[src/rtl/assert_macros.svh]
// Assertion helpers for the top-level RTL module.
`ifndef ASSERT_MACROS_SVH
`define ASSERT_MACROS_SVH

// Checks that a condition implies a consequence in the same cycle.
`define ASSERT_IMPL(label, clk, rstn, cond, cons, msg) \
    label: assert property (@(posedge clk) disable iff (!rstn) (cond) |-> (cons)) \
        else $error(msg);

// Checks that a condition implies a consequence in the following cycle.
`define ASSERT_NEXT(label, clk, rstn, cond, cons, msg) \
    label: assert property (@(posedge clk) disable iff (!rstn) (cond) |=> (cons)) \
        else $error(msg);

`endif

[src/rtl/dphd_pkg.sv]
package dphd_pkg;

    localparam int PADS = 4;
    localparam int PAD_W = 2;
    localparam int HISTORY_DEPTH = 8;
    localparam int HIST_W = 3;
    localparam int QUEUE_DEPTH = 2;

    localparam logic [2:0] CFG_INPUT_SPAN = 3'd0;
    localparam logic [2:0] CFG_ON_LEVEL = 3'd1;
    localparam logic [2:0] CFG_WINDOW_LENGTH = 3'd2;
    localparam logic [2:0] CFG_MASK_TIME = 3'd3;
    localparam logic [2:0] CFG_CROSSTALK_SHIFT = 3'd4;
    localparam logic [2:0] CFG_HISTORY_LENGTH = 3'd5;

    typedef struct packed {
        logic [PAD_W-1:0] pad;
        logic             in_range;
        logic [11:0]      sample;
    } word_t;

    typedef struct packed {
        logic [10:0] input_span;
        logic [11:0] on_level;
        logic [7:0]  window_length;
        logic [7:0]  mask_time;
        logic [2:0]  crosstalk_shift;
        logic [3:0]  history_length;
    } cfg_t;

endpackage

[src/rtl/drum_pad_hit_detector.sv]
// Piezo drum pad hit detector for four pads. The back end works on one sample word at a
// time and takes the next only once it is through with the last: a restoring divider for
// the normalization, a walk over up to seven entries of the pad's sample history (cut
// short while the velocity window is open) and a scan of the other pads' levels. A result
// word that waits on m_ready holds the back end. A two-word queue takes new samples while
// one is in work. Each input word yields one result word with the pad number, a hit flag
// and the strike level.
`include "assert_macros.svh"

module drum_pad_hit_detector (
    input  logic        aclk,
    input  logic        aresetn,
    input  logic        s_valid,
    output logic        s_ready,
    input  logic [1:0]  s_pad_index,
    input  logic [11:0] s_adc_sample,
    output logic        m_valid,
    input  logic        m_ready,
    output logic [1:0]  m_pad_number,
    output logic        m_hit,
    output logic [11:0] m_strike_level,
    input  logic        cfg_valid,
    output logic        cfg_ready,
    input  logic [2:0]  cfg_index,
    input  logic [11:0] cfg_data
);

    dphd_pkg::cfg_t  cfg;
    dphd_pkg::word_t q_word;
    logic            q_valid, q_ready, busy;

    dphd_cfg u_cfg (
        .aclk(aclk), .aresetn(aresetn), .cfg_valid(cfg_valid), .cfg_ready(cfg_ready),
        .cfg_index(cfg_index), .cfg_data(cfg_data), .cfg(cfg)
    );

    dphd_front u_front (
        .aclk(aclk), .aresetn(aresetn), .s_valid(s_valid), .s_ready(s_ready),
        .s_pad_index(s_pad_index), .s_adc_sample(s_adc_sample),
        .q_valid(q_valid), .q_ready(q_ready), .q_word(q_word)
    );

    dphd_back u_back (
        .aclk(aclk), .aresetn(aresetn), .cfg(cfg), .q_valid(q_valid), .q_ready(q_ready),
        .q_word(q_word), .m_valid(m_valid), .m_ready(m_ready),
        .m_pad_number(m_pad_number), .m_hit(m_hit), .m_strike_level(m_strike_level),
        .busy(busy)
    );

    `ASSERT_IMPL(a_no_level_without_hit, aclk, aresetn, m_valid && !m_hit,
        m_strike_level == 12'd0, "strike level without hit")
    `ASSERT_IMPL(a_valid_means_busy, aclk, aresetn, m_valid, busy,
        "result shown while back end idle")
    `ASSERT_NEXT(a_take_only_idle, aclk, aresetn, q_valid && q_ready,
        busy, "back end not busy after taking a word")

endmodule

[src/rtl/dphd_front.sv]
module dphd_front (
    input  logic                  aclk,
    input  logic                  aresetn,
    input  logic                  s_valid,
    output logic                  s_ready,
    input  logic [1:0]            s_pad_index,
    input  logic [11:0]           s_adc_sample,
    output logic                  q_valid,
    input  logic                  q_ready,
    output dphd_pkg::word_t       q_word
);

    dphd_pkg::word_t mem_reg [dphd_pkg::QUEUE_DEPTH];
    logic            wr_ptr_reg, wr_ptr_next;
    logic            rd_ptr_reg, rd_ptr_next;
    logic [1:0]      count_reg, count_next;
    logic            push, pop;
    dphd_pkg::word_t incoming;

    assign s_ready = (count_reg != 2'(dphd_pkg::QUEUE_DEPTH));
    assign q_valid = (count_reg != 2'd0);
    assign q_word = mem_reg[rd_ptr_reg];
    assign push = s_valid && s_ready;
    assign pop = q_valid && q_ready;

    // Classify the word: pads beyond the PADS count pass straight through.
    always_comb begin
        incoming.pad = s_pad_index[dphd_pkg::PAD_W-1:0];
        incoming.in_range = ({30'd0, s_pad_index} < dphd_pkg::PADS);
        incoming.sample = s_adc_sample;
        wr_ptr_next = push ? ~wr_ptr_reg : wr_ptr_reg;
        rd_ptr_next = pop ? ~rd_ptr_reg : rd_ptr_reg;
        count_next = count_reg + {1'b0, push} - {1'b0, pop};
    end

    always_ff @(posedge aclk) begin
        if (!aresetn) begin
            wr_ptr_reg <= 1'b0;
            rd_ptr_reg <= 1'b0;
            count_reg <= 2'd0;
        end else begin
            wr_ptr_reg <= wr_ptr_next;
            rd_ptr_reg <= rd_ptr_next;
            count_reg <= count_next;
        end
        if (push) begin
            mem_reg[wr_ptr_reg] <= incoming;
        end
    end

endmodule

[src/rtl/dphd_back.sv]
module dphd_back (
    input  logic                  aclk,
    input  logic                  aresetn,
    input  dphd_pkg::cfg_t        cfg,
    input  logic                  q_valid,
    output logic                  q_ready,
    input  dphd_pkg::word_t       q_word,
    output logic                  m_valid,
    input  logic                  m_ready,
    output logic [1:0]            m_pad_number,
    output logic                  m_hit,
    output logic [11:0]           m_strike_level,
    output logic                  busy
);

    localparam logic [3:0] ST_IDLE   = 4'd0;
    localparam logic [3:0] ST_FILT   = 4'd1;
    localparam logic [3:0] ST_CLAMP  = 4'd2;
    localparam logic [3:0] ST_NMUL   = 4'd3;
    localparam logic [3:0] ST_NDIV   = 4'd4;
    localparam logic [3:0] ST_HIST   = 4'd5;
    localparam logic [3:0] ST_WIN    = 4'd6;
    localparam logic [3:0] ST_OTHER  = 4'd7;
    localparam logic [3:0] ST_ENV    = 4'd8;
    localparam logic [3:0] ST_PHASE  = 4'd9;
    localparam logic [3:0] ST_OUT    = 4'd10;

    logic [3:0]  state_reg, state_next;

    logic [7:0]  phase_reg [dphd_pkg::PADS];
    logic [9:0]  retrig_reg [dphd_pkg::PADS];
    logic [11:0] hist_reg [dphd_pkg::PADS][dphd_pkg::HISTORY_DEPTH];
    logic [12:0] wmin_reg [dphd_pkg::PADS];
    logic [12:0] wmax_reg [dphd_pkg::PADS];
    logic [11:0] ind_reg [dphd_pkg::PADS][2];
    logic signed [15:0] fd_reg [dphd_pkg::PADS][2];
    logic [10:0] envc_reg [dphd_pkg::PADS];
    logic [12:0] envmin_reg [dphd_pkg::PADS];
    logic [12:0] envmax_reg [dphd_pkg::PADS];
    logic [13:0] envth_reg [dphd_pkg::PADS];

    dphd_pkg::word_t wd_reg;
    logic [11:0] s_reg;
    logic [23:0] num_reg;
    logic [11:0] quot_reg;
    logic [12:0] rem_reg;
    logic [3:0]  div_cnt_reg;
    logic [2:0]  step_reg;
    logic [12:0] oth_reg;
    logic [12:0] p2p_reg;
    logic        mvalid_reg;
    logic [1:0]  mpad_reg;
    logic        mhit_reg;
    logic [11:0] mlvl_reg;
    logic [1:0]  scan_reg;

    logic [dphd_pkg::PAD_W-1:0] pd;
    logic [3:0]  hlen;
    logic [3:0]  hlen_m1;
    logic [dphd_pkg::HIST_W-1:0] hlast;
    logic [11:0] lo, hi;
    logic [11:0] span2;
    logic signed [13:0] diff;
    logic signed [17:0] f1;
    logic signed [19:0] fd0_x7;
    logic [16:0] fd1_mag;
    logic [18:0] fd1_x4;
    logic [34:0] fd1_prod;
    logic [16:0] fd1_q;
    logic signed [18:0] fd1_term;
    logic signed [18:0] f2;
    logic signed [15:0] f2w, f2o;
    logic [12:0] rem_sh;
    logic [12:0] scan_lvl;
    logic [12:0] xs;
    logic [12:0] canc_p2p, canc_win;
    logic [12:0] win_lvl;
    logic [12:0] nmin, nmax;
    logic [12:0] hv;
    logic [7:0]  ph;

    assign pd = wd_reg.pad;
    assign q_ready = (state_reg == ST_IDLE) && !mvalid_reg;
    assign busy = (state_reg != ST_IDLE) || mvalid_reg;
    assign m_valid = mvalid_reg;
    assign m_pad_number = mpad_reg;
    assign m_hit = mhit_reg;
    assign m_strike_level = mlvl_reg;

    always_comb begin
        hlen = cfg.history_length;
        if (hlen == 4'd0) hlen = 4'd1;
        if (hlen > 4'(dphd_pkg::HISTORY_DEPTH)) hlen = 4'(dphd_pkg::HISTORY_DEPTH);
        hlen_m1 = hlen - 4'd1;
        hlast = hlen_m1[dphd_pkg::HIST_W-1:0];
        lo = 12'd2048 - {1'b0, cfg.input_span};
        hi = 12'd2048 + {1'b0, cfg.input_span};
        span2 = {cfg.input_span, 1'b0};
        diff = $signed({2'b00, wd_reg.sample})
            - $signed({2'b00, 12'((13'(ind_reg[pd][0]) + 13'(ind_reg[pd][1])) >> 1)});
        f1 = ($signed({{4{diff[13]}}, diff}) * 18'sd3) / 18'sd16;
        fd0_x7 = 20'(fd_reg[pd][0]) * 20'sd7;
        // The older delay term times 8/10 is 4*|x|/5 through a reciprocal multiply.
        fd1_mag = fd_reg[pd][1][15] ? 17'd0 - {fd_reg[pd][1][15], fd_reg[pd][1]}
            : {1'b0, fd_reg[pd][1]};
        fd1_x4 = {fd1_mag, 2'b00};
        fd1_prod = 35'(fd1_x4) * 35'(16'd52429);
        fd1_q = fd1_prod[34:18];
        fd1_term = fd_reg[pd][1][15] ? -$signed({2'b00, fd1_q}) : $signed({2'b00, fd1_q});
        f2 = 19'(f1) + 19'(fd0_x7 / 20'sd4) - fd1_term;
        f2w = f2[15:0];
        f2o = f2w + 16'sd2048;
        rem_sh = {rem_reg[11:0], num_reg[23]};
        ph = phase_reg[pd];
        // Level of another pad for the crosstalk scan, halved for the pair, quartered for the rest.
        scan_lvl = wmax_reg[scan_reg] - wmin_reg[scan_reg];
        scan_lvl = (scan_reg == (pd ^ 2'd1)) ? (scan_lvl >> 1) : (scan_lvl >> 2);
        xs = oth_reg >> cfg.crosstalk_shift;
        win_lvl = wmax_reg[pd] - wmin_reg[pd];
        canc_win = (win_lvl > xs) ? win_lvl - xs : 13'd0;
        canc_p2p = (oth_reg == 13'd0) ? p2p_reg : ((p2p_reg > xs) ? p2p_reg - xs : 13'd0);
        hv = {1'b0, hist_reg[pd][step_reg + 3'd1]};
        nmin = (step_reg == 3'd0) ? {1'b0, s_reg} : wmin_reg[pd];
        nmax = (step_reg == 3'd0) ? {1'b0, s_reg} : wmax_reg[pd];
        if (4'(step_reg) + 4'd1 < hlen) begin
            if (hv < nmin) nmin = hv;
            else if (hv > nmax) nmax = hv;
        end
    end

    always_comb begin
        state_next = state_reg;
        case (state_reg)
            ST_IDLE: if (q_valid && q_ready) state_next = ST_FILT;
            ST_FILT: state_next = wd_reg.in_range ? ST_CLAMP : ST_OUT;
            ST_CLAMP: state_next = ST_NMUL;
            ST_NMUL: state_next = ST_NDIV;
            ST_NDIV: if (div_cnt_reg == 4'd0) state_next = ST_HIST;
            ST_HIST: state_next = ST_WIN;
            ST_WIN: if (step_reg + 3'd1 >= 3'(hlen - 4'd1) || hlen == 4'd1
                        || ph != 8'd0 && ph < cfg.window_length) state_next = ST_OTHER;
            ST_OTHER: if (scan_reg == 2'(dphd_pkg::PADS - 1)) state_next = ST_ENV;
            ST_ENV: state_next = ST_PHASE;
            ST_PHASE: state_next = ST_OUT;
            ST_OUT: state_next = ST_IDLE;
            default: state_next = ST_IDLE;
        endcase
    end

    always_ff @(posedge aclk) begin
        if (!aresetn) begin
            state_reg <= ST_IDLE;
            mvalid_reg <= 1'b0;
            for (int p = 0; p < dphd_pkg::PADS; p++) begin
                phase_reg[p] <= 8'd10;
                retrig_reg[p] <= 10'd0;
                wmin_reg[p] <= 13'd0;
                wmax_reg[p] <= 13'd0;
                envc_reg[p] <= 11'd0;
                envmin_reg[p] <= 13'd0;
                envmax_reg[p] <= 13'd0;
                envth_reg[p] <= 14'd0;
                ind_reg[p][0] <= 12'd2048;
                ind_reg[p][1] <= 12'd2048;
                fd_reg[p][0] <= 16'sd0;
                fd_reg[p][1] <= 16'sd0;
                for (int h = 0; h < dphd_pkg::HISTORY_DEPTH; h++) hist_reg[p][h] <= 12'd0;
            end
        end else begin
            state_reg <= state_next;
            if (m_valid && m_ready) mvalid_reg <= 1'b0;
            case (state_reg)
                ST_IDLE: if (q_valid && q_ready) wd_reg <= q_word;
                ST_FILT: if (wd_reg.in_range) begin
                    ind_reg[pd][1] <= ind_reg[pd][0];
                    ind_reg[pd][0] <= wd_reg.sample;
                    fd_reg[pd][1] <= fd_reg[pd][0];
                    fd_reg[pd][0] <= f2w;
                    s_reg <= f2o[15] ? 12'd0 : (f2o > 16'sd4095) ? 12'd4095 : f2o[11:0];
                end
                ST_CLAMP: begin
                    num_reg <= 24'(s_reg - lo) * 24'd4095;
                end
                ST_NMUL: begin
                    // Restoring division, one quotient bit per cycle. The top half of the
                    // dividend is always below the divisor, so it goes straight in.
                    rem_reg <= {1'b0, num_reg[23:12]};
                    div_cnt_reg <= 4'd11;
                    num_reg <= {num_reg[11:0], 12'd0};
                    quot_reg <= 12'd0;
                end
                ST_NDIV: begin
                    if (div_cnt_reg != 4'd0) begin
                        div_cnt_reg <= div_cnt_reg - 4'd1;
                    end
                    if (rem_sh >= {1'b0, span2}) begin
                        rem_reg <= rem_sh - {1'b0, span2};
                        quot_reg <= {quot_reg[10:0], 1'b1};
                    end else begin
                        rem_reg <= rem_sh;
                        quot_reg <= {quot_reg[10:0], 1'b0};
                    end
                    num_reg <= {num_reg[22:0], 1'b0};
                end
                ST_HIST: begin
                    if (s_reg <= lo) s_reg <= 12'd0;
                    else if (s_reg >= hi) s_reg <= 12'd4095;
                    else s_reg <= quot_reg;
                    step_reg <= 3'd0;
                    scan_reg <= 2'd0;
                    oth_reg <= 13'd0;
                end
                ST_WIN: begin
                    if (ph != 8'd0 && ph < cfg.window_length) begin
                        for (int h = 0; h < dphd_pkg::HISTORY_DEPTH - 1; h++)
                            if (4'(h + 1) < hlen) hist_reg[pd][h] <= hist_reg[pd][h + 1];
                        hist_reg[pd][hlast] <= s_reg;
                        if ({1'b0, s_reg} < wmin_reg[pd]) wmin_reg[pd] <= {1'b0, s_reg};
                        else if ({1'b0, s_reg} > wmax_reg[pd]) wmax_reg[pd] <= {1'b0, s_reg};
                    end else begin
                        wmin_reg[pd] <= nmin;
                        wmax_reg[pd] <= nmax;
                        if (4'(step_reg) + 4'd1 < hlen)
                            hist_reg[pd][step_reg] <= hist_reg[pd][step_reg + 3'd1];
                        if (4'(step_reg) + 4'd2 >= hlen)
                            hist_reg[pd][hlast] <= s_reg;
                        step_reg <= step_reg + 3'd1;
                    end
                end
                ST_OTHER: begin
                    if (scan_reg != pd && scan_lvl > oth_reg) oth_reg <= scan_lvl;
                    scan_reg <= scan_reg + 2'd1;
                end
                ST_ENV: begin
                    p2p_reg <= win_lvl;
                    if (cfg.crosstalk_shift != 3'd0 && ph != 8'd0 && ph < cfg.window_length
                        && ph == (cfg.window_length >> 1) && oth_reg != 13'd0
                        && canc_win <= {1'b0, cfg.on_level})
                        phase_reg[pd] <= 8'd0;
                    if (envc_reg[pd] == 11'd0) begin
                        envth_reg[pd] <= 14'(envmax_reg[pd] - envmin_reg[pd])
                            + {2'b00, cfg.on_level};
                        envmax_reg[pd] <= {1'b0, s_reg};
                        envmin_reg[pd] <= {1'b0, s_reg};
                        envc_reg[pd] <= 11'({3'd0, cfg.window_length}
                            + 11'(cfg.mask_time) * 11'd3 - 11'd1);
                    end else begin
                        if (envmax_reg[pd] < {1'b0, s_reg}) envmax_reg[pd] <= {1'b0, s_reg};
                        if (envmin_reg[pd] > {1'b0, s_reg}) envmin_reg[pd] <= {1'b0, s_reg};
                        envc_reg[pd] <= envc_reg[pd] - 11'd1;
                    end
                    if (retrig_reg[pd] != 10'd0) retrig_reg[pd] <= retrig_reg[pd] - 10'd1;
                end
                ST_PHASE: begin
                    mhit_reg <= 1'b0;
                    mlvl_reg <= 12'd0;
                    if (ph == 8'd0) begin
                        if (((cfg.crosstalk_shift != 3'd0) ? canc_p2p : p2p_reg)
                                > 13'(envth_reg[pd]) && envth_reg[pd][13] == 1'b0
                                && retrig_reg[pd] == 10'd0) begin
                            phase_reg[pd] <= 8'd1;
                            envc_reg[pd] <= 11'(11'(cfg.mask_time) * 11'd3 - 11'd1);
                            envmax_reg[pd] <= wmax_reg[pd];
                            envmin_reg[pd] <= wmin_reg[pd];
                        end
                    end else if (ph < cfg.window_length) begin
                        phase_reg[pd] <= ph + 8'd1;
                        if (ph + 8'd1 == cfg.window_length) begin
                            mhit_reg <= 1'b1;
                            mlvl_reg <= (p2p_reg < {1'b0, cfg.on_level}) ? 12'd0
                                : p2p_reg[11:0];
                            retrig_reg[pd] <= 10'(cfg.mask_time) * 10'd3;
                        end
                    end else if (retrig_reg[pd] == 10'd0) begin
                        phase_reg[pd] <= 8'd0;
                    end
                end
                ST_OUT: begin
                    mvalid_reg <= 1'b1;
                    mpad_reg <= wd_reg.pad;
                    if (!wd_reg.in_range) begin
                        mhit_reg <= 1'b0;
                        mlvl_reg <= 12'd0;
                    end
                end
                default: ;
            endcase
        end
    end

endmodule

[src/rtl/dphd_cfg.sv]
module dphd_cfg (
    input  logic             aclk,
    input  logic             aresetn,
    input  logic             cfg_valid,
    output logic             cfg_ready,
    input  logic [2:0]       cfg_index,
    input  logic [11:0]      cfg_data,
    output dphd_pkg::cfg_t   cfg
);

    dphd_pkg::cfg_t cfg_reg;

    assign cfg_ready = 1'b1;
    assign cfg = cfg_reg;

    always_ff @(posedge aclk) begin
        if (!aresetn) begin
            cfg_reg.input_span <= 11'd2047;
            cfg_reg.on_level <= 12'd100;
            cfg_reg.window_length <= 8'd10;
            cfg_reg.mask_time <= 8'd20;
            cfg_reg.crosstalk_shift <= 3'd0;
            cfg_reg.history_length <= 4'd4;
        end else if (cfg_valid) begin
            case (cfg_index)
                dphd_pkg::CFG_INPUT_SPAN: cfg_reg.input_span <= cfg_data[10:0];
                dphd_pkg::CFG_ON_LEVEL: cfg_reg.on_level <= cfg_data;
                dphd_pkg::CFG_WINDOW_LENGTH: cfg_reg.window_length <= cfg_data[7:0];
                dphd_pkg::CFG_MASK_TIME: cfg_reg.mask_time <= cfg_data[7:0];
                dphd_pkg::CFG_CROSSTALK_SHIFT: cfg_reg.crosstalk_shift <= cfg_data[2:0];
                dphd_pkg::CFG_HISTORY_LENGTH: cfg_reg.history_length <= cfg_data[3:0];
                default: ;
            endcase
        end
    end

endmodule

[config.mk]
export PLATFORM = sky130hd
export DESIGN_NAME = drum_pad_hit_detector
export DESIGN_NICKNAME = d
export VERILOG_FILES = /design/src/rtl/dphd_pkg.sv /design/src/rtl/drum_pad_hit_detector.sv /design/src/rtl/dphd_front.sv /design/src/rtl/dphd_back.sv /design/src/rtl/dphd_cfg.sv
export VERILOG_INCLUDE_DIRS = /design/src /design/src/rtl
export SDC_FILE = /design/constraint.sdc
export NUM_CORES = 2
export LEC_CHECK = 0
export ABC_AREA = 0
export BUFFER_PORTS_ARGS = -buffer_cell sky130_fd_sc_hd__buf_2
export CORE_ASPECT_RATIO = 0.9
export CORE_MARGIN = 2
export CORE_UTILIZATION = 55
export CTS_BUF_LIST = sky130_fd_sc_hd__clkbuf_4 sky130_fd_sc_hd__clkbuf_8
export CTS_CLUSTER_SIZE = 14
export DETAILED_ROUTE_END_ITERATION = 8
export PLACE_DENSITY_LB_ADDON = 0.3
export REMOVE_ABC_BUFFERS = 1
export SYNTH_ARGS = -nofsm -noshare
export SYNTH_HDL_FRONTEND = slang
export SYNTH_HIERARCHICAL = 1
export SYNTH_SLANG_ARGS = --single-unit
[constraint.sdc]
create_clock -name aclk -period 18.43 [get_ports aclk]
set_clock_uncertainty 0.1 [all_clocks]
set_input_delay 3.686 -clock aclk [delete_from_list [all_inputs] [get_ports aclk]]
set_output_delay 3.686 -clock aclk [all_outputs]
set_load 0.01 [all_outputs]
Word level (Yosys, flattened, before mapping)
Memories as Yosys holds them, arrays and structs flattened. A register that Yosys moved wholly into a read port is not among the register bits.
Index checks and enable logic that the tools add are counted.
{ "classes": {"eq_ne": 31, "shifts": 1, "addsub": 33, "reduce_logical": 71, "multipliers": 6, "bitwise": 297, "magnitude_cmp": 33, "muxes": 499} }
{ "ops": {"columns": ["op", "count"], "rows": [
  ["$mux 96", 5],
  ["$mux 1", 406],
  ["$or 1x1->1", 288],
  ["$mux 13", 22],
  ["$mux 12", 16],
  ["$pmux 12 s2", 4],
  ["$reduce_or 96->1", 1],
  ["$demux 12 s3", 2],
  ["$pmux 24 s3", 1],
  ["$gt 13x13->1", 4],
  ["$reduce_or 13->1", 4],
  ["$sub 13x13->13", 4],
  ["$pmux 4 s10", 1],
  ["$bmux 12 s3", 1],
  ["$mux 11", 3],
  ["$add 16x1->16", 2],
  ["$mul 17x16->32 const B", 1],
  ["$mux 32", 1],
  ["$mux 4", 8],
  ["$mux 8", 4],
  ["$reduce_or 32->1", 1],
  ["$gt 12x13->1", 2],
  ["$lt 12x13->1", 2],
  ["$lt 13x12->1", 2],
  ["other kinds (100)", 186]
]} }
{ "totals": {"word_cells": 1007, "mem_bits_rw": 1016, "in_bits": 34, "memories": 12, "ff_bits": 166, "output_inout_bits": 18} }
{ "memory_table": {"columns": ["memory", "words", "word_bits", "read_ports", "rd_clocked_by_memory_dff", "wr", "line", "text"], "rows": [
  ["u_back.hist_reg", 4, 96, 1, 0, 4, "dphd_back.sv:32", "logic [11:0] hist_reg [dphd_pkg::PADS][dphd_pkg::HISTORY_DEPTH];"],
  ["u_back.fd_reg", 4, 32, 1, 0, 4, "dphd_back.sv:36", "logic signed [15:0] fd_reg [dphd_pkg::PADS][2];"],
  ["u_back.ind_reg", 4, 24, 1, 0, 4, "dphd_back.sv:35", "logic [11:0] ind_reg [dphd_pkg::PADS][2];"],
  ["u_back.envth_reg", 4, 14, 1, 0, 4, "dphd_back.sv:40", "logic [13:0] envth_reg [dphd_pkg::PADS];"],
  ["u_back.envmax_reg", 4, 13, 1, 0, 4, "dphd_back.sv:39", "logic [12:0] envmax_reg [dphd_pkg::PADS];"],
  ["u_back.envmin_reg", 4, 13, 1, 0, 4, "dphd_back.sv:38", "logic [12:0] envmin_reg [dphd_pkg::PADS];"],
  ["+6 memories", null, null, null, null, null, null, null]
]} }

Logic depth before layout (Yosys ltp)
{ "logic_depth": {"word_depth": 18, "depth_mapped": 57, "mapped_depth_nobuf": 51} }

Cells and area by module
The synthesis kept the hierarchy.
{ "modules_own_cells": {"columns": ["module", "area_each_um2", "cells_per_inst", "seq_area_each_um2", "instances"], "rows": [
  ["dphd_back", 74251.2, 6509, 33572.2, 1],
  ["dphd_cfg", 1888.1, 183, 920.9, 1],
  ["dphd_front", 1256.2, 69, 940.9, 1]
]} }

Worst setup path before layout
No wires, ideal clock.
{ "synth_path": {"path_kind": "register to register", "start": "register with a tool-made name", "end": "register u_back.s_reg[1], data pin", "stages_incl_launch_ff": 52, "setup_time_ps": 260, "slack_ps": 5929, "arrival_ps": 12141, "synth_period_minus_slack_ps": 12501, "required_time_ps": 18070, "n_path_buf": 8, "path_cell_list": "dfxtp_1 -> buf_6 -> buf_4 -> buf_4 -> buf_4 -> buf_4 -> buf_2 -> buf_2 -> mux4_2 -> or3_1 -> or3_1 -> o31ai_1 -> xnor2_1 -> ha_1 -> ha_1 -> inv_1 -> fa_1 -> inv_1 -> [... 16 more ...] -> o22ai_1 -> xnor2_1 -> fa_1 -> inv_1 -> ha_1 -> ha_1 -> inv_1 -> nor2_1 -> o21ai_0 -> a21oi_1 -> a31o_2 -> a31oi_1 -> xnor2_1 -> xnor2_1 -> xnor2_1 -> mux2i_1 -> buf_4 -> o21ai_2"} }
{ "synth_rtl": {"columns": ["element", "line", "text"], "rows": [
  ["to (signal assigned)", "dphd_back.sv:179", "s_reg <= f2o[15] ? 12'd0 : (f2o > 16'sd4095) ? 12'd4095 : f2o[11:0];"],
  ["to (signal assigned)", "dphd_back.sv:208", "else s_reg <= quot_reg;"],
  ["to (decl)", "dphd_back.sv:43", "logic [11:0] s_reg;"]
]} }

==> impl_metrics.yaml <==
floorplan:
  start_util_pct: 55.5
  core_area_um2: 140000
  dieHeight_um: 360
  die_area_um2: 144000
  num_rows: 130
  die_w_um: 399
  num_io_pins: 52
setup_path:
  setup.worst_path.end: "u_back/s_reg[10]"
  setup.worst_path.class: "flip-flop to flip-flop"
  r2r_setup_slack_ps: 4270
  reg2reg_depth: 46
  crit_slowest_cell: "o31ai_1"
  reg2reg_to: "u_back/s_reg[10]"
  endpoint_kind: "flip-flop"
  cp_data_arrival_time_ps: 14720
  cp_common_cell: "inv_1"
  required_ps: 18990
  critPathMaxFanout: 35
  slowest_delay_ps: 930
  crit_path_start_kind: "flip-flop"
drt:
  drt-initial-drc-count: 7094
  vias_per_cell: 6.15
  wl_per_cell_um: 24.2
  drt-total-wl_um: 213000
  antenna_left: 0
  vias: 54000
  drcViolationCount: 0
  drt_first_pass_iters: 6
yosys:
  yosysWarnings: 6
  synth_cells: 6760
  syn_avg_cell_area_um2: 11.4
  syn_area_um2: 77400
sta:
  max_freq_ghz: 0.0706
  grt_setup_unrepaired: "false"
  tightest_slew_ps: 1330
  slew_headroom_pct: 11.4
  post-route-period-util_pct: 76.8
  timing.final.max_slew_violations: 0
  finalSetupViolCount: 0
  layout_min_cycle_time_ps: 14160
  final_hold_viol_count: 0
  timing.hold.ws_ps: 363
clock_network:
  cts_resized: 0
  clk_latency_ps: 950
  cts_buffer_depth: 3
  cts.clk_slew.worst_paths_ps: 60
  cts-hold-fix-buffers: 0
  cts_buffers: 194
  clock-sinks: 1200
  cts_tree: "done"
  root_buffer: "clkbuf_8"
  h-tree-depth: 4
  cts_setup_buffers: 0
grt:
  grt_usage_pct: 29.6
  grt_pass1_wl_um: 322000
  grt_max_degree: 102
  grt_overflow: 0
  antenna_found_initial: 5
  grt_pass1_vias: 53200
placement:
  gp_congestion: 0.934
  dpl.hpwl_um: 152000
  io_buffers: 50
outcome:
  status: "finished clean"
run:
  drv_cap: 0
cells_and_area:
  largest_reg_flops: 384
  regArea_um2: 35400
  multiInputGateArea_um2: 38000
  fillerInstances: 11000
  area_growth_pct: 7.84
  drive_gt1_share_pct: 12.4
  nNetsFinal: 7606
worst_hold_path:
  hold_depth: 2
  hold_class: "flip-flop to flip-flop"
## per-layer routing
metal	GRT usage (%)	up-vias	part of all wire, %
met5	0	-	0.0070
met4	10.8	2	3.7
met3	6.50	532	11
met2	45.5	2975	45
met1	41.5	26400	40
li1	-	24100	-
## worst min path at each step
stage | startpoint | end | slack [ps]
global placement | u_cfg/cfg[31] | u_cfg/cfg[31] | 340
floorplan | u_cfg/cfg[19] | u_cfg/cfg[19] | 330
detailed placement | u_cfg/cfg[24] | u_cfg/cfg[24] | 350
global route | u_cfg/cfg[24] | u_cfg/cfg[24] | 370
finish | u_cfg/cfg[24] | u_cfg/cfg[24] | 360
CTS | u_cfg/cfg[24] | u_cfg/cfg[24] | 360
## cell usage in the layout (no fill, tap or decap), drive strengths merged, types with 21 or more instances in the layout
| master | instances |
|---|---|
| a21o | 66 |
| a21boi | 39 |
| mux2i | 113 |
| a31oi | 21 |
| nand2 | 355 |
| nand4 | 37 |
| inv | 747 |
| clkbuf | 264 |
| o21ai | 316 |
| ha | 572 |
| a21oi | 229 |
| buf | 136 |
| o31ai | 26 |
| nand2b | 73 |
| nor3 | 113 |
| and3 | 180 |
| nor2b | 90 |
| dfxtp | 60 |
| and2 | 85 |
| o21a | 60 |
| xnor2 | 185 |
| mux2 | 47 |
| o21bai | 45 |
| xor2 | 79 |
| or3 | 33 |
| edfxtp | 1140 |
| clkinv | 80 |
| fa | 234 |
| mux4 | 285 |
| nor2 | 882 |
| nand3 | 47 |
| o22a | 84 |
## through the flow
step / worst slack [ps] / area (um^2) / std cells / setup TNS, ps / utilization [%]
after floorplan: -3780 / 76000 / 6434 / -146910 / -
after global placement: 4690 / 79400 / 8418 / 0 / 56.9
after detailed placement: 4450 / 79400 / 8418 / 0 / 56.9
after CTS: 4410 / 83400 / 8783 / 0 / 59.8
after global routing: 3370 / 83500 / 8786 / 0 / 59.8
final: 4270 / 83500 / 8787 / 0 / 59.8
## layout make-up
class,instances,share of cell area (%)
multi-input combinational,4496,45.5
sequential,1200,42.5
clock buffer,264,3.90
inverter,738,3.32
tap,1848,2.77
timing repair buffer,136,1.11
clock inverter,101,0.928
antenna,4,0.0120
## critical path: cells and delay by family, from the launching register on
family                     cells  cell delay [ps]
DFF                            1              590
AOI/OAI and AO/OA             14             3700
buffers and inverters          7             1030
and+or+nand+nor               10             2310
muxes                          1              680
adders and majority gates     10             4140
xor gates and xnor gates       4             1330
Power is not shown: default switching activity piles up to over one toggle a cycle in this logic, so the estimate is an artifact.
